<file path="src/hw/rtl/adsrq_pkg.sv">
// Shared types and constants for the quadratic ADSR envelope generator.
// Used by adsrq_ctrl, adsrq_datapath and adsr_envelope_quadratic.
`default_nettype none

package adsrq_pkg;

    localparam int TIME_BITS_DEF   = 24;
    localparam int LEVEL_BITS_DEF  = 16;
    localparam int MIN_RELEASE_DEF = 44;

    localparam int PAD       = 16;
    localparam int COUNT_W   = 32;
    localparam int OP_W      = 2;
    localparam int PHASE_W   = 3;
    localparam int CFG_IDX_W = 2;

    localparam logic [OP_W-1:0] OP_SAMPLE = 2'd0;
    localparam logic [OP_W-1:0] OP_START  = 2'd1;
    localparam logic [OP_W-1:0] OP_STOP   = 2'd2;

    localparam logic [CFG_IDX_W-1:0] CFG_ATTACK  = 2'd0;
    localparam logic [CFG_IDX_W-1:0] CFG_DECAY   = 2'd1;
    localparam logic [CFG_IDX_W-1:0] CFG_RELEASE = 2'd2;
    localparam logic [CFG_IDX_W-1:0] CFG_SUSTAIN = 2'd3;

    typedef enum logic [PHASE_W-1:0] {
        PH_IDLE    = 3'd0,
        PH_ATTACK  = 3'd1,
        PH_DECAY   = 3'd2,
        PH_SUSTAIN = 3'd3,
        PH_RELEASE = 3'd4
    } phase_t;

    typedef enum logic [2:0] {
        ST_IDLE,
        ST_DECODE,
        ST_PREP,
        ST_DIVIDE,
        ST_SQUARE,
        ST_SCALE,
        ST_WRITE
    } ctrl_state_t;

    typedef struct packed {
        logic load;
        logic start;
        logic stop;
        logic elapse;
        logic prep;
        logic div_step;
        logic square;
        logic scale;
        logic write;
    } adsrq_cmd_t;

    typedef struct packed {
        logic [OP_W-1:0] op;
        logic            skip_div;
        logic            div_done;
        logic            out_free;
    } adsrq_stat_t;

endpackage

`default_nettype wire

</file>
<file path="src/hw/rtl/adsrq_ctrl.sv">
// Sequencing state machine for the quadratic ADSR envelope generator.
// Depends on adsrq_pkg; drives the command struct of adsrq_datapath.
`default_nettype none

module adsrq_ctrl (
    input  wire logic                 clk,
    input  wire logic                 rst_n,
    input  wire logic                 in_valid,
    output logic                      in_ready,
    input  wire adsrq_pkg::adsrq_stat_t stat,
    output adsrq_pkg::adsrq_cmd_t     cmd
);
    import adsrq_pkg::*;

    ctrl_state_t state_reg;
    ctrl_state_t state_next;

    always_ff @(posedge clk or negedge rst_n)
    begin
        if (!rst_n)
        begin
            state_reg <= ST_IDLE;
        end
        else
        begin
            state_reg <= state_next;
        end
    end

    always_comb
    begin
        state_next = state_reg;
        cmd        = '0;
        in_ready   = 1'b0;
        case (state_reg)
            ST_IDLE:
            begin
                in_ready = 1'b1;
                if (in_valid)
                begin
                    cmd.load   = 1'b1;
                    state_next = ST_DECODE;
                end
            end
            ST_DECODE:
            begin
                state_next = ST_IDLE;
                if (stat.op == OP_START)
                begin
                    cmd.start = 1'b1;
                end
                else if (stat.op == OP_STOP)
                begin
                    cmd.stop = 1'b1;
                end
                else if (stat.op == OP_SAMPLE)
                begin
                    cmd.elapse = 1'b1;
                    state_next = ST_PREP;
                end
            end
            ST_PREP:
            begin
                cmd.prep   = 1'b1;
                state_next = ST_DIVIDE;
            end
            ST_DIVIDE:
            begin
                if (stat.skip_div)
                begin
                    state_next = ST_SQUARE;
                end
                else
                begin
                    cmd.div_step = 1'b1;
                    if (stat.div_done)
                    begin
                        state_next = ST_SQUARE;
                    end
                end
            end
            ST_SQUARE:
            begin
                cmd.square = 1'b1;
                state_next = ST_SCALE;
            end
            ST_SCALE:
            begin
                cmd.scale  = 1'b1;
                state_next = ST_WRITE;
            end
            ST_WRITE:
            begin
                if (stat.out_free)
                begin
                    cmd.write  = 1'b1;
                    state_next = ST_IDLE;
                end
            end
            default:
            begin
                state_next = ST_IDLE;
            end
        endcase
    end

endmodule

`default_nettype wire

</file>
<file path="src/hw/rtl/adsrq_datapath.sv">
// Envelope state, configuration registers, restoring divider, multipliers
// and the output word register. Depends on adsrq_pkg; steered by adsrq_ctrl.
`default_nettype none

module adsrq_datapath #(
    parameter int TIME_BITS   = adsrq_pkg::TIME_BITS_DEF,
    parameter int LEVEL_BITS  = adsrq_pkg::LEVEL_BITS_DEF,
    parameter int MIN_RELEASE = adsrq_pkg::MIN_RELEASE_DEF,
    parameter int CFG_W       = (TIME_BITS > LEVEL_BITS) ? TIME_BITS : LEVEL_BITS
) (
    input  wire logic                                clk,
    input  wire logic                                rst_n,
    input  wire logic                                cfg_wen,
    input  wire logic [adsrq_pkg::CFG_IDX_W-1:0]     cfg_index,
    input  wire logic [CFG_W-1:0]                    cfg_data,
    input  wire logic [adsrq_pkg::OP_W-1:0]          in_op,
    input  wire logic [adsrq_pkg::COUNT_W-1:0]       in_count,
    input  wire adsrq_pkg::adsrq_cmd_t               cmd,
    output adsrq_pkg::adsrq_stat_t                   stat,
    output logic                                     out_valid,
    input  wire logic                                out_ready,
    output logic [LEVEL_BITS-1:0]                    out_level,
    output logic [adsrq_pkg::PHASE_W-1:0]            out_phase
);
    import adsrq_pkg::*;

    localparam int LEN_W     = (TIME_BITS + 1 > 10) ? TIME_BITS + 1 : 10;
    localparam int DEND_W    = LEN_W + 1;
    localparam int CMP_W     = COUNT_W + 1;
    localparam int DIV_STEPS = LEVEL_BITS - 1;
    localparam int CNT_W     = $clog2(DIV_STEPS);
    localparam logic [LEVEL_BITS-1:0] ONE = {1'b1, {(LEVEL_BITS-1){1'b0}}};
    localparam logic [LEVEL_BITS-1:0] SUSTAIN_RST = ONE >> 1;

    logic [TIME_BITS-1:0]  attack_base_reg;
    logic [TIME_BITS-1:0]  decay_base_reg;
    logic [TIME_BITS-1:0]  release_base_reg;
    logic [LEVEL_BITS-1:0] sustain_level_reg;

    phase_t                phase_reg;
    logic [COUNT_W-1:0]    start_stamp_reg;
    logic [LEVEL_BITS-1:0] current_level_reg;
    logic [LEVEL_BITS-1:0] hold_level_reg;
    logic [LEN_W-1:0]      attack_len_reg;
    logic [LEN_W-1:0]      decay_len_reg;
    logic [LEN_W-1:0]      release_len_reg;
    logic [DEND_W-1:0]     decay_end_reg;

    logic [OP_W-1:0]       op_reg;
    logic [COUNT_W-1:0]    count_reg;
    logic [COUNT_W-1:0]    elapsed_reg;
    logic                  advance_reg;
    logic                  skip_reg;
    logic [LEN_W-1:0]      len_reg;
    logic [LEN_W-1:0]      rem_reg;
    logic [LEVEL_BITS-1:0] quo_reg;
    logic [CNT_W-1:0]      cnt_reg;
    logic [LEVEL_BITS-1:0] sq_reg;
    logic [LEVEL_BITS-1:0] prod_reg;

    logic                  out_valid_reg;
    logic [LEVEL_BITS-1:0] out_level_reg;
    phase_t                out_phase_reg;

    logic [COUNT_W-1:0]      t_sel;
    logic [LEN_W-1:0]        len_sel;
    logic                    sat;
    logic                    advance_sel;
    logic                    skip_sel;
    logic [LEN_W:0]          rem_shift;
    logic                    rem_ge;
    logic [2*LEVEL_BITS-1:0] sq_full;
    logic [LEVEL_BITS-1:0]   mult_a;
    logic [2*LEVEL_BITS-1:0] prod_full;
    logic [LEVEL_BITS-1:0]   lvl_decay;
    logic [LEVEL_BITS-1:0]   lvl_release;
    logic [LEVEL_BITS-1:0]   level_next;
    phase_t                  phase_next;
    logic [LEN_W-1:0]        release_start;
    logic [LEVEL_BITS-1:0]   hold_start;

    // Time and phase selection for the fraction of the current segment.
    always_comb
    begin
        t_sel       = elapsed_reg;
        len_sel     = release_len_reg;
        advance_sel = 1'b0;
        skip_sel    = 1'b0;
        case (phase_reg)
            PH_ATTACK:
            begin
                len_sel     = attack_len_reg;
                advance_sel = CMP_W'(elapsed_reg) >= CMP_W'(attack_len_reg);
            end
            PH_DECAY:
            begin
                t_sel       = elapsed_reg - COUNT_W'(attack_len_reg);
                len_sel     = decay_len_reg;
                advance_sel = CMP_W'(elapsed_reg) >= CMP_W'(decay_end_reg);
            end
            PH_RELEASE:
            begin
                len_sel = release_len_reg;
            end
            default:
            begin
                skip_sel = 1'b1;
            end
        endcase
        sat = CMP_W'(t_sel) >= CMP_W'(len_sel);
    end

    assign rem_shift = {rem_reg, 1'b0};
    assign rem_ge    = rem_shift >= (LEN_W + 1)'(len_reg);
    assign sq_full   = quo_reg * quo_reg;
    assign mult_a    = (phase_reg == PH_DECAY) ? ONE - hold_level_reg : hold_level_reg;
    assign prod_full = mult_a * sq_reg;

    assign release_start = (LEN_W'(release_base_reg) < LEN_W'(MIN_RELEASE))
                         ? LEN_W'(MIN_RELEASE) : LEN_W'(release_base_reg);
    assign hold_start    = (sustain_level_reg > ONE) ? ONE : sustain_level_reg;

    // New level and phase at the end of a sample request.
    always_comb
    begin
        lvl_decay   = ONE - prod_reg;
        lvl_release = hold_level_reg - prod_reg;
        level_next  = '0;
        phase_next  = PH_IDLE;
        case (phase_reg)
            PH_ATTACK:
            begin
                level_next = quo_reg;
                phase_next = advance_reg ? PH_DECAY : PH_ATTACK;
            end
            PH_DECAY:
            begin
                level_next = (lvl_decay < hold_level_reg) ? hold_level_reg : lvl_decay;
                phase_next = advance_reg ? PH_SUSTAIN : PH_DECAY;
            end
            PH_SUSTAIN:
            begin
                level_next = current_level_reg;
                phase_next = PH_SUSTAIN;
            end
            PH_RELEASE:
            begin
                level_next = lvl_release;
                phase_next = (lvl_release == '0) ? PH_IDLE : PH_RELEASE;
            end
            default:
            begin
                level_next = '0;
                phase_next = PH_IDLE;
            end
        endcase
    end

    always_ff @(posedge clk or negedge rst_n)
    begin
        if (!rst_n)
        begin
            attack_base_reg   <= '0;
            decay_base_reg    <= '0;
            release_base_reg  <= '0;
            sustain_level_reg <= SUSTAIN_RST;
        end
        else if (cfg_wen)
        begin
            case (cfg_index)
                CFG_ATTACK:  attack_base_reg   <= cfg_data[TIME_BITS-1:0];
                CFG_DECAY:   decay_base_reg    <= cfg_data[TIME_BITS-1:0];
                CFG_RELEASE: release_base_reg  <= cfg_data[TIME_BITS-1:0];
                CFG_SUSTAIN: sustain_level_reg <= cfg_data[LEVEL_BITS-1:0];
                default:     sustain_level_reg <= sustain_level_reg;
            endcase
        end
    end

    always_ff @(posedge clk or negedge rst_n)
    begin
        if (!rst_n)
        begin
            phase_reg         <= PH_IDLE;
            start_stamp_reg   <= '0;
            current_level_reg <= '0;
            hold_level_reg    <= '0;
            attack_len_reg    <= LEN_W'(PAD);
            decay_len_reg     <= LEN_W'(PAD);
            release_len_reg   <= LEN_W'(MIN_RELEASE);
            decay_end_reg     <= DEND_W'(2 * PAD);
        end
        else if (cmd.start)
        begin
            phase_reg         <= PH_ATTACK;
            start_stamp_reg   <= count_reg;
            current_level_reg <= '0;
            hold_level_reg    <= hold_start;
            attack_len_reg    <= LEN_W'(attack_base_reg) + LEN_W'(PAD);
            decay_len_reg     <= LEN_W'(decay_base_reg) + LEN_W'(PAD);
            release_len_reg   <= release_start;
            decay_end_reg     <= DEND_W'(attack_base_reg) + DEND_W'(decay_base_reg)
                               + DEND_W'(2 * PAD);
        end
        else if (cmd.stop)
        begin
            phase_reg       <= PH_RELEASE;
            start_stamp_reg <= count_reg;
            hold_level_reg  <= current_level_reg;
        end
        else if (cmd.write)
        begin
            phase_reg         <= phase_next;
            current_level_reg <= level_next;
        end
    end

    // Working registers of one sample request.
    always_ff @(posedge clk)
    begin
        if (cmd.load)
        begin
            op_reg    <= in_op;
            count_reg <= in_count;
        end
        if (cmd.elapse)
        begin
            elapsed_reg <= count_reg - start_stamp_reg;
        end
        if (cmd.prep)
        begin
            advance_reg <= advance_sel;
            skip_reg    <= skip_sel || sat;
            len_reg     <= len_sel;
            rem_reg     <= t_sel[LEN_W-1:0];
            quo_reg     <= sat ? ONE : '0;
            cnt_reg     <= '0;
        end
        else if (cmd.div_step)
        begin
            rem_reg <= rem_ge ? LEN_W'(rem_shift - (LEN_W + 1)'(len_reg))
                              : rem_shift[LEN_W-1:0];
            quo_reg <= {quo_reg[LEVEL_BITS-2:0], rem_ge};
            cnt_reg <= cnt_reg + 1'b1;
        end
        if (cmd.square)
        begin
            sq_reg <= sq_full[2*LEVEL_BITS-2:LEVEL_BITS-1];
        end
        if (cmd.scale)
        begin
            prod_reg <= prod_full[2*LEVEL_BITS-2:LEVEL_BITS-1];
        end
    end

    always_ff @(posedge clk or negedge rst_n)
    begin
        if (!rst_n)
        begin
            out_valid_reg <= 1'b0;
        end
        else if (cmd.write)
        begin
            out_valid_reg <= 1'b1;
        end
        else if (out_ready)
        begin
            out_valid_reg <= 1'b0;
        end
    end

    always_ff @(posedge clk)
    begin
        if (cmd.write)
        begin
            out_level_reg <= level_next;
            out_phase_reg <= phase_next;
        end
    end

    assign stat.op       = op_reg;
    assign stat.skip_div = skip_reg;
    assign stat.div_done = cnt_reg == CNT_W'(DIV_STEPS - 1);
    assign stat.out_free = !out_valid_reg || out_ready;

    assign out_valid = out_valid_reg;
    assign out_level = out_level_reg;
    assign out_phase = out_phase_reg;

    a_write_needs_room: assert property (@(posedge clk) disable iff (!rst_n)
        cmd.write |-> (!out_valid_reg || out_ready))
        else $error("Output word overwritten before it was taken.");

    a_fraction_bound: assert property (@(posedge clk) disable iff (!rst_n)
        cmd.square |-> (quo_reg <= ONE))
        else $error("Fraction above full scale.");

    a_level_bound: assert property (@(posedge clk) disable iff (!rst_n)
        out_valid_reg |-> (out_level_reg <= ONE))
        else $error("Output level above full scale.");

    a_idle_is_zero: assert property (@(posedge clk) disable iff (!rst_n)
        cmd.write |=> (out_phase_reg != PH_IDLE || out_level_reg == '0
                       || $past(phase_reg) == PH_RELEASE))
        else $error("Idle word carries a nonzero level.");

endmodule

`default_nettype wire

</file>
<file path="src/hw/rtl/adsr_envelope_quadratic.sv">
// Top level of the quadratic ADSR envelope generator: stream ports,
// configuration port, adsrq_ctrl and adsrq_datapath. Depends on adsrq_pkg.
`default_nettype none

// A note start or stop word is decoded and gives no result. A sample request
// steps through the prep, divide, square, scale and write states; the divide
// state runs the restoring divider, which finds one fraction bit per cycle, while the
// envelope is in attack, decay or release and the segment is not yet over;
// when the segment time is reached, and in idle or sustain, the divider is
// bypassed. The result word sits in an output register, so the next word is
// accepted while a result waits to be taken.
module adsr_envelope_quadratic #(
    parameter int TIME_BITS   = adsrq_pkg::TIME_BITS_DEF,
    parameter int LEVEL_BITS  = adsrq_pkg::LEVEL_BITS_DEF,
    parameter int MIN_RELEASE = adsrq_pkg::MIN_RELEASE_DEF,
    parameter int CFG_W       = (TIME_BITS > LEVEL_BITS) ? TIME_BITS : LEVEL_BITS,
    parameter int OUT_W       = ((LEVEL_BITS + adsrq_pkg::PHASE_W + 7) / 8) * 8
) (
    input  wire logic                             clk,
    input  wire logic                             rst_n,
    input  wire logic                             cfg_wen,
    input  wire logic [adsrq_pkg::CFG_IDX_W-1:0]  cfg_index,
    input  wire logic [CFG_W-1:0]                 cfg_data,
    input  wire logic                             s_axis_tvalid,
    output logic                                  s_axis_tready,
    // sample_count
    input  wire logic [adsrq_pkg::COUNT_W-1:0]    s_axis_tdata,
    // operation
    input  wire logic [adsrq_pkg::OP_W-1:0]       s_axis_tuser,
    output logic                                  m_axis_tvalid,
    input  wire logic                             m_axis_tready,
    // level, phase_now, zero fill
    output logic [OUT_W-1:0]                      m_axis_tdata
);
    import adsrq_pkg::*;

    adsrq_cmd_t            cmd;
    adsrq_stat_t           stat;
    logic [LEVEL_BITS-1:0] out_level;
    logic [PHASE_W-1:0]    out_phase;

    adsrq_ctrl u_ctrl (
        .clk      (clk),
        .rst_n    (rst_n),
        .in_valid (s_axis_tvalid),
        .in_ready (s_axis_tready),
        .stat     (stat),
        .cmd      (cmd)
    );

    adsrq_datapath #(
        .TIME_BITS   (TIME_BITS),
        .LEVEL_BITS  (LEVEL_BITS),
        .MIN_RELEASE (MIN_RELEASE),
        .CFG_W       (CFG_W)
    ) u_datapath (
        .clk       (clk),
        .rst_n     (rst_n),
        .cfg_wen   (cfg_wen),
        .cfg_index (cfg_index),
        .cfg_data  (cfg_data),
        .in_op     (s_axis_tuser),
        .in_count  (s_axis_tdata),
        .cmd       (cmd),
        .stat      (stat),
        .out_valid (m_axis_tvalid),
        .out_ready (m_axis_tready),
        .out_level (out_level),
        .out_phase (out_phase)
    );

    assign m_axis_tdata = OUT_W'({out_phase, out_level});

endmodule

`default_nettype wire

</file>
<file path="config.mk">
export PLATFORM = sky130hd
export DESIGN_NAME = adsr_envelope_quadratic
export DESIGN_NICKNAME = d
export VERILOG_FILES = /design/src/hw/rtl/adsrq_pkg.sv /design/src/hw/rtl/adsrq_ctrl.sv /design/src/hw/rtl/adsrq_datapath.sv /design/src/hw/rtl/adsr_envelope_quadratic.sv
export SDC_FILE = /design/constraint.sdc
export NUM_CORES = 2
export LEC_CHECK = 0
export BUFFER_PORTS_ARGS = -buffer_cell sky130_fd_sc_hd__buf_2
export CAP_MARGIN = 20
export CORE_MARGIN = 2
export CORE_UTILIZATION = 65
export CTS_CLUSTER_SIZE = 25
export DETAILED_ROUTE_END_ITERATION = 12
export HOLD_SLACK_MARGIN = 0.05
export PLACE_DENSITY = 0.82
export SLEW_MARGIN = 20
export SYNTH_ARGS = -nofsm -noshare
export SYNTH_HDL_FRONTEND = slang
export SYNTH_SLANG_ARGS = --single-unit
</file>
<file path="constraint.sdc">
create_clock -name clk -period 9.4 [get_ports clk]
set_input_delay 0 -clock clk [delete_from_list [all_inputs] [get_ports clk]]
set_output_delay 0 -clock clk [all_outputs]
set_load 0.1 [all_outputs]
</file>
# After elaboration in Yosys (flattened, before gate mapping)
# Index checks and enable logic that the tools add are counted.
# totals
latch_bits	0
output_inout_bits	26
elab_cells	141
ram_bits	0
rom_bits	0
memories	0
regBits	449
# classes
eq_ne	20
mux	55
order_cmp	7
n_div	0
add_sub_neg	11
n_reduce_logical	19
bitwise	0
n_mul	2
shifts	0
# ops
cell	count
two-way mux 16 bit	11
two-way mux 32 bit	3
two-way mux 25 bit	3
greater-or-equal comparator 32 x 25 -> 1 bit	2
one-hot mux 16 bit (4 select lines)	1
multiplier 16 x 16 -> 31 bit	2
adder 24 x 5 -> 25 bit (second input constant)	2
one-hot mux 25 bit (2 select lines)	1
greater-or-equal comparator 32 x 26 -> 1 bit	1
subtractor 16 bit (first input constant)	2
subtractor 32 x 25 -> 32 bit	1
subtractor 32 bit	1
two-way mux 3 bit	10
adder 26 x 6 -> 26 bit (second input constant)	1
greater-or-equal comparator 26 x 25 -> 1 bit	1
adder 24 x 24 -> 25 bit	1
subtractor 25 bit	1
< comparator 24 x 6 -> 1 bit (second input constant)	1
two-way mux 24 bit	1
one-hot mux 3 bit (7 select lines)	1
two-way mux 1 bit	18
greater-than comparator 16 bit (second input constant)	1
zero test 16 bit	1
< comparator 16 bit	1
other kinds (23)	46

# Longest topological paths before layout
# depth
depth_word	7
depth_mapped	30
depth_no_buf	29

# Hierarchy
# From an unflattened synthesis, not the netlist that was laid out.
# hier_totals
cells_unflattened	4267
area_unflattened_um2	41624.9
# by_module_without_submodules
module	seq_area_each_um2	instances	area_per_inst_um2	cells_per_inst
adsrq_datapath	12050.3	1	41325.9	4233
adsrq_ctrl	75.1	1	257.7	28
adsr_envelope_quadratic	0.0	1	41.3	6

# Worst setup path before layout
# No wires, ideal clock.
# synth_path
kind	reg-to-reg
start	register u_datapath.hold_level_reg[0]
end	register u_datapath.prod_reg[15], data pin
period_less_slack_ns	7.601
path_slack_ns	1.799
arrival_ns	7.341
stages_incl_launch_ff	28
required_ns	9.140
cell_sequence	dfrtp_1 > inv_1 > nand4_1 > or3_1 > or3_1 > nor4_1 > xnor2_1 > clkbuf_1 > nand2_1 > fa_1 > fa_1 > inv_1 > fa_1 > fa_1 > fa_1 > inv_1 > fa_1 > inv_1 > ha_1 > a21o_1 > a21o_1 > a21o_1 > a31oi_1 > o21ai_1 > a41oi_1 > o21ai_1 > a21oi_1 > xnor2_1
# synth_via
elab_chain_cells	3
# synth_lines
item	line_no	text
from (decl)	adsrq_datapath.sv:43	logic [LEVEL_BITS-1:0] hold_level_reg;
from (signal assigned)	adsrq_datapath.sv:198	hold_level_reg <= hold_start;
from (signal assigned)	adsrq_datapath.sv:209	hold_level_reg <= current_level_reg;
subtractor 16 bit	adsrq_datapath.sv:116	assign mult_a = (phase_reg == PH_DECAY) ? ONE - hold_level_reg : hold_level_reg;
two-way mux 16 bit (*)	adsrq_datapath.sv:116	
multiplier 16 x 16 -> 31 bit (*)	adsrq_datapath.sv:117	assign prod_full = mult_a * sq_reg;
net u_datapath.prod_full[30]	adsrq_datapath.sv:74	logic [2*LEVEL_BITS-1:0] prod_full;
to (signal assigned)	adsrq_datapath.sv:252	prod_reg <= prod_full[2*LEVEL_BITS-2:LEVEL_BITS-1];
to (decl)	adsrq_datapath.sv:59	logic [LEVEL_BITS-1:0] prod_reg;
# Mark *: on every way through the listed nets, which the timed path passes. The rest lies on a longest branch.
# A chain may end at the register's enable or synchronous reset.

# Worst setup path after layout
# layout_path
start	register u_datapath.hold_level_reg[1]
end	register u_datapath.prod_reg[15], data pin
# The elaborated chain is that of the path after synthesis.

==> summary.txt <==
Outcome
  • Status: complete, no violations

STA
  • Fin crit share: 88.1%
  • Setup TNS: 0 ns
  • Slew @ Worst Pin: 1.10 ns
  • Skew final: 0.0326 ns
  • Post-layout min period: 8.28 ns
  • Endpoints failing hold: 0
  • Final setup fails: 0
  • Max Slew Vio Count: 0
  • F_max: 0.121 GHz
  • Slew HR: 26.2%
  • Setup WS post-layout: 1.12 ns
  • RSZ-0062 raised after global routing: no

Detailed routing
  • Wirelength, routed: 110000 um
  • Initial drt markers: 2760
  • DRC viols: 0
  • WL per Instance: 20.3 um
  • Final ANT Viol Nets: 0
  • Vias per inst: 6.03
  • First-pass DRT Iterations: 6
  • Via count: 32629

Worst hold path
  • Worst min path class: primary input to asynchronous set/reset pin

Final layout
  • Fillers: 4819
  • # diodes: 0
  • Layout cells sized above 1: 8.19%
  • Layout area overhead: 8.12%
  • Multi-input logic area: 26900 um2
  • Final core occ: 70.8%
  • Register area: 12100 um2
  • Layout Nets: 5329

Clock tree
  • CTS clk-pin slew, worst paths: 0.07 ns
  • Clock Sinks: 448
  • Worst-skew pair later-pin latency: 0.62 ns
  • CTS max path bufs: 3
  • CTS tree: built
  • Root buffer selected by CTS: clkbuf_16
  • CTS buffer count: 49
  • H-tree depth: 2

GRT
  • Total grt overflow: 0
  • Initial antenna violation count: 3
  • First-pass GRT wire length: 177000 um
  • Pin count of the biggest net entering global routing: 112
  • Vias in the first global route: 33222
  • Overall routing resource usage: 33.7%

Synthesis
  • Top-count cell post-synth: inv_1
  • Post-synthesis sequential area ratio: 28.8%
  • Commonest cells in the netlist: 644 x inv_1, 546 x nand2_1, 388 x ha_1
  • Number of synthesized flops with an enable pin: 185
  • Flop and latch count out of synthesis: 448
  • Syn avg cell area: 9.46 um2
  • Synth area leader: fa_1
  • Synth Instances: 4446
  • YS warnings: 0
  • Mapped cell area: 42100 um2
  • Ys async rst share: 57.8%
  • Synth area leaders: fa_1 17%, dfrtp_1 15%, edfxtp_1 13%
  • Prevailing post-synth register cell: dfrtp_1
  • Synth top area share: 17.1%
  • Yosys cell types: 100

Placement
  • Routability cong.: 0.982
  • PortBufs: 85
  • Post-place setup slack: 1.23 ns
  • Dpl hpwl: 84000 um

Setup path
  • Worst EP arrival: 8.63 ns
  • Crit path capture type: flip-flop
  • Worst Setup Start Kind: flip-flop
  • CP max FO: 16
  • Reg2Reg Depth: 27
  • Req. time, crit path: 9.75 ns
  • CP Class: flip-flop to flip-flop

Floorplanning
  • Initial Util: 65.5%
  • # rows: 93
  • Full die area: 66800 um2
  • CORE AREA: 64200 um2
  • Die W: 258 um
  • Die Height: 258 um
  • IO Pins: 91

Job
  • Max_cap viols: 0
repair_timing:
item	4_1_cts	5_1_grt
endpoints found under the hold margin	235	0
hold buffers	63	0
buffers inserted	0	0
gates resized for setup	0	0
cell families (layout without fill, tap and decap cells):
logic type | Yosys count | in the layout | synth area share [%]
and+or+nand+nor | 1309 | 1309 | 15.1
buffers and inverters | 813 | 919 | 7.40
AOI/OAI and AO/OA | 785 | 785 | 12.2
adders and majority gates | 748 | 748 | 28.7
DFF | 448 | 448 | 28.8
xor gates and xnor gates | 223 | 223 | 4.64
muxes | 119 | 119 | 3.11
other | 1 | 5 | 0.00892
placed cells by master, fill, tap and decap left out, types with 63 or more instances in the layout:
master	n
mux2_2	94
dfrtp_1	252
a21o_1	75
o21ai_0	202
edfxtp_1	185
dlygate4sd3_1	63
ha_1	388
and2_1	205
a21oi_1	190
xor2_1	71
nor2_1	186
inv_1	643
buf_2	84
nand3_1	66
xnor2_1	151
fa_1	360
nand2_1	544
path summary, 6_finish.rpt:
path / slack (ns) / start / end
setup / recovery: 1.12 / u_datapath.hold_level_reg[1] / u_datapath.prod_reg[15]
min in group clk: 0.09 / s_axis_tdata[9] / u_datapath.count_reg[9]
hold reg to reg: 0.47 / u_datapath.release_len_reg[19] / u_datapath.release_len_reg[19]
setup reg to reg: 1.12 / u_datapath.hold_level_reg[1] / u_datapath.prod_reg[15]
max in group asynchronous: 7.27 / rst_n / u_datapath.release_base_reg[20]
hold / removal: 0.05 / rst_n / u_datapath.sustain_level_reg[13]
critical path: stages (launching register included):
cell and delay, ns:
dfrtp_1 0.47, inv_1 0.17, nand4_1 0.18, or3_1 0.45
or3_1 0.39, nor4_1 0.23, xnor2_1 0.16, buf_4 0.22
nand2_1 0.10, fa_1 0.54, fa_1 0.54, inv_1 0.05
fa_1 0.47, fa_1 0.51, fa_1 0.50, inv_1 0.06
fa_1 0.52, inv_1 0.04, ha_1 0.35, a21o_1 0.17
a21o_1 0.18, a21o_1 0.18, a31oi_1 0.45, o21ai_1 0.26
a41oi_1 0.39, o21ai_1 0.17, a21oi_1 0.19, xnor2_1 0.08
metal layers:
layer  vias to the layer above  GRT usage [%]  routed length (um)  share of wire [%]
met5                         -              0                  16              0.015
met4                         2           15.2                5650                5.1
met3                       328           4.83                7410                6.7
met2                      1223           57.3               53700                 49
met1                     16052           43.0               43300                 39
li1                      15024              -                   -                  -
cell type report:
type / count / area share, %
clock buffers: 69 / 3.09
well taps: 855 / 2.35
flip-flops and latches: 448 / 26.7
repair buffers: 184 / 2.95
multi-input cells: 3189 / 59.2
inverters: 644 / 5.32
clock inverters: 22 / 0.479
metrics by stage:
stage	area, um2	hold WS (ns)	cells
finish	45500	0.0473	5411
global route	45500	0.0713	5411
CTS	45500	0.0527	5411
detailed placement	43200	0.146	5257
global placement	43200	0.149	5257
floorplan	42100	-0.296	4450
Power is left out: the tool's default activity adds up to more than one toggle a clock period on the data nets, which glitch-free logic cannot reach.
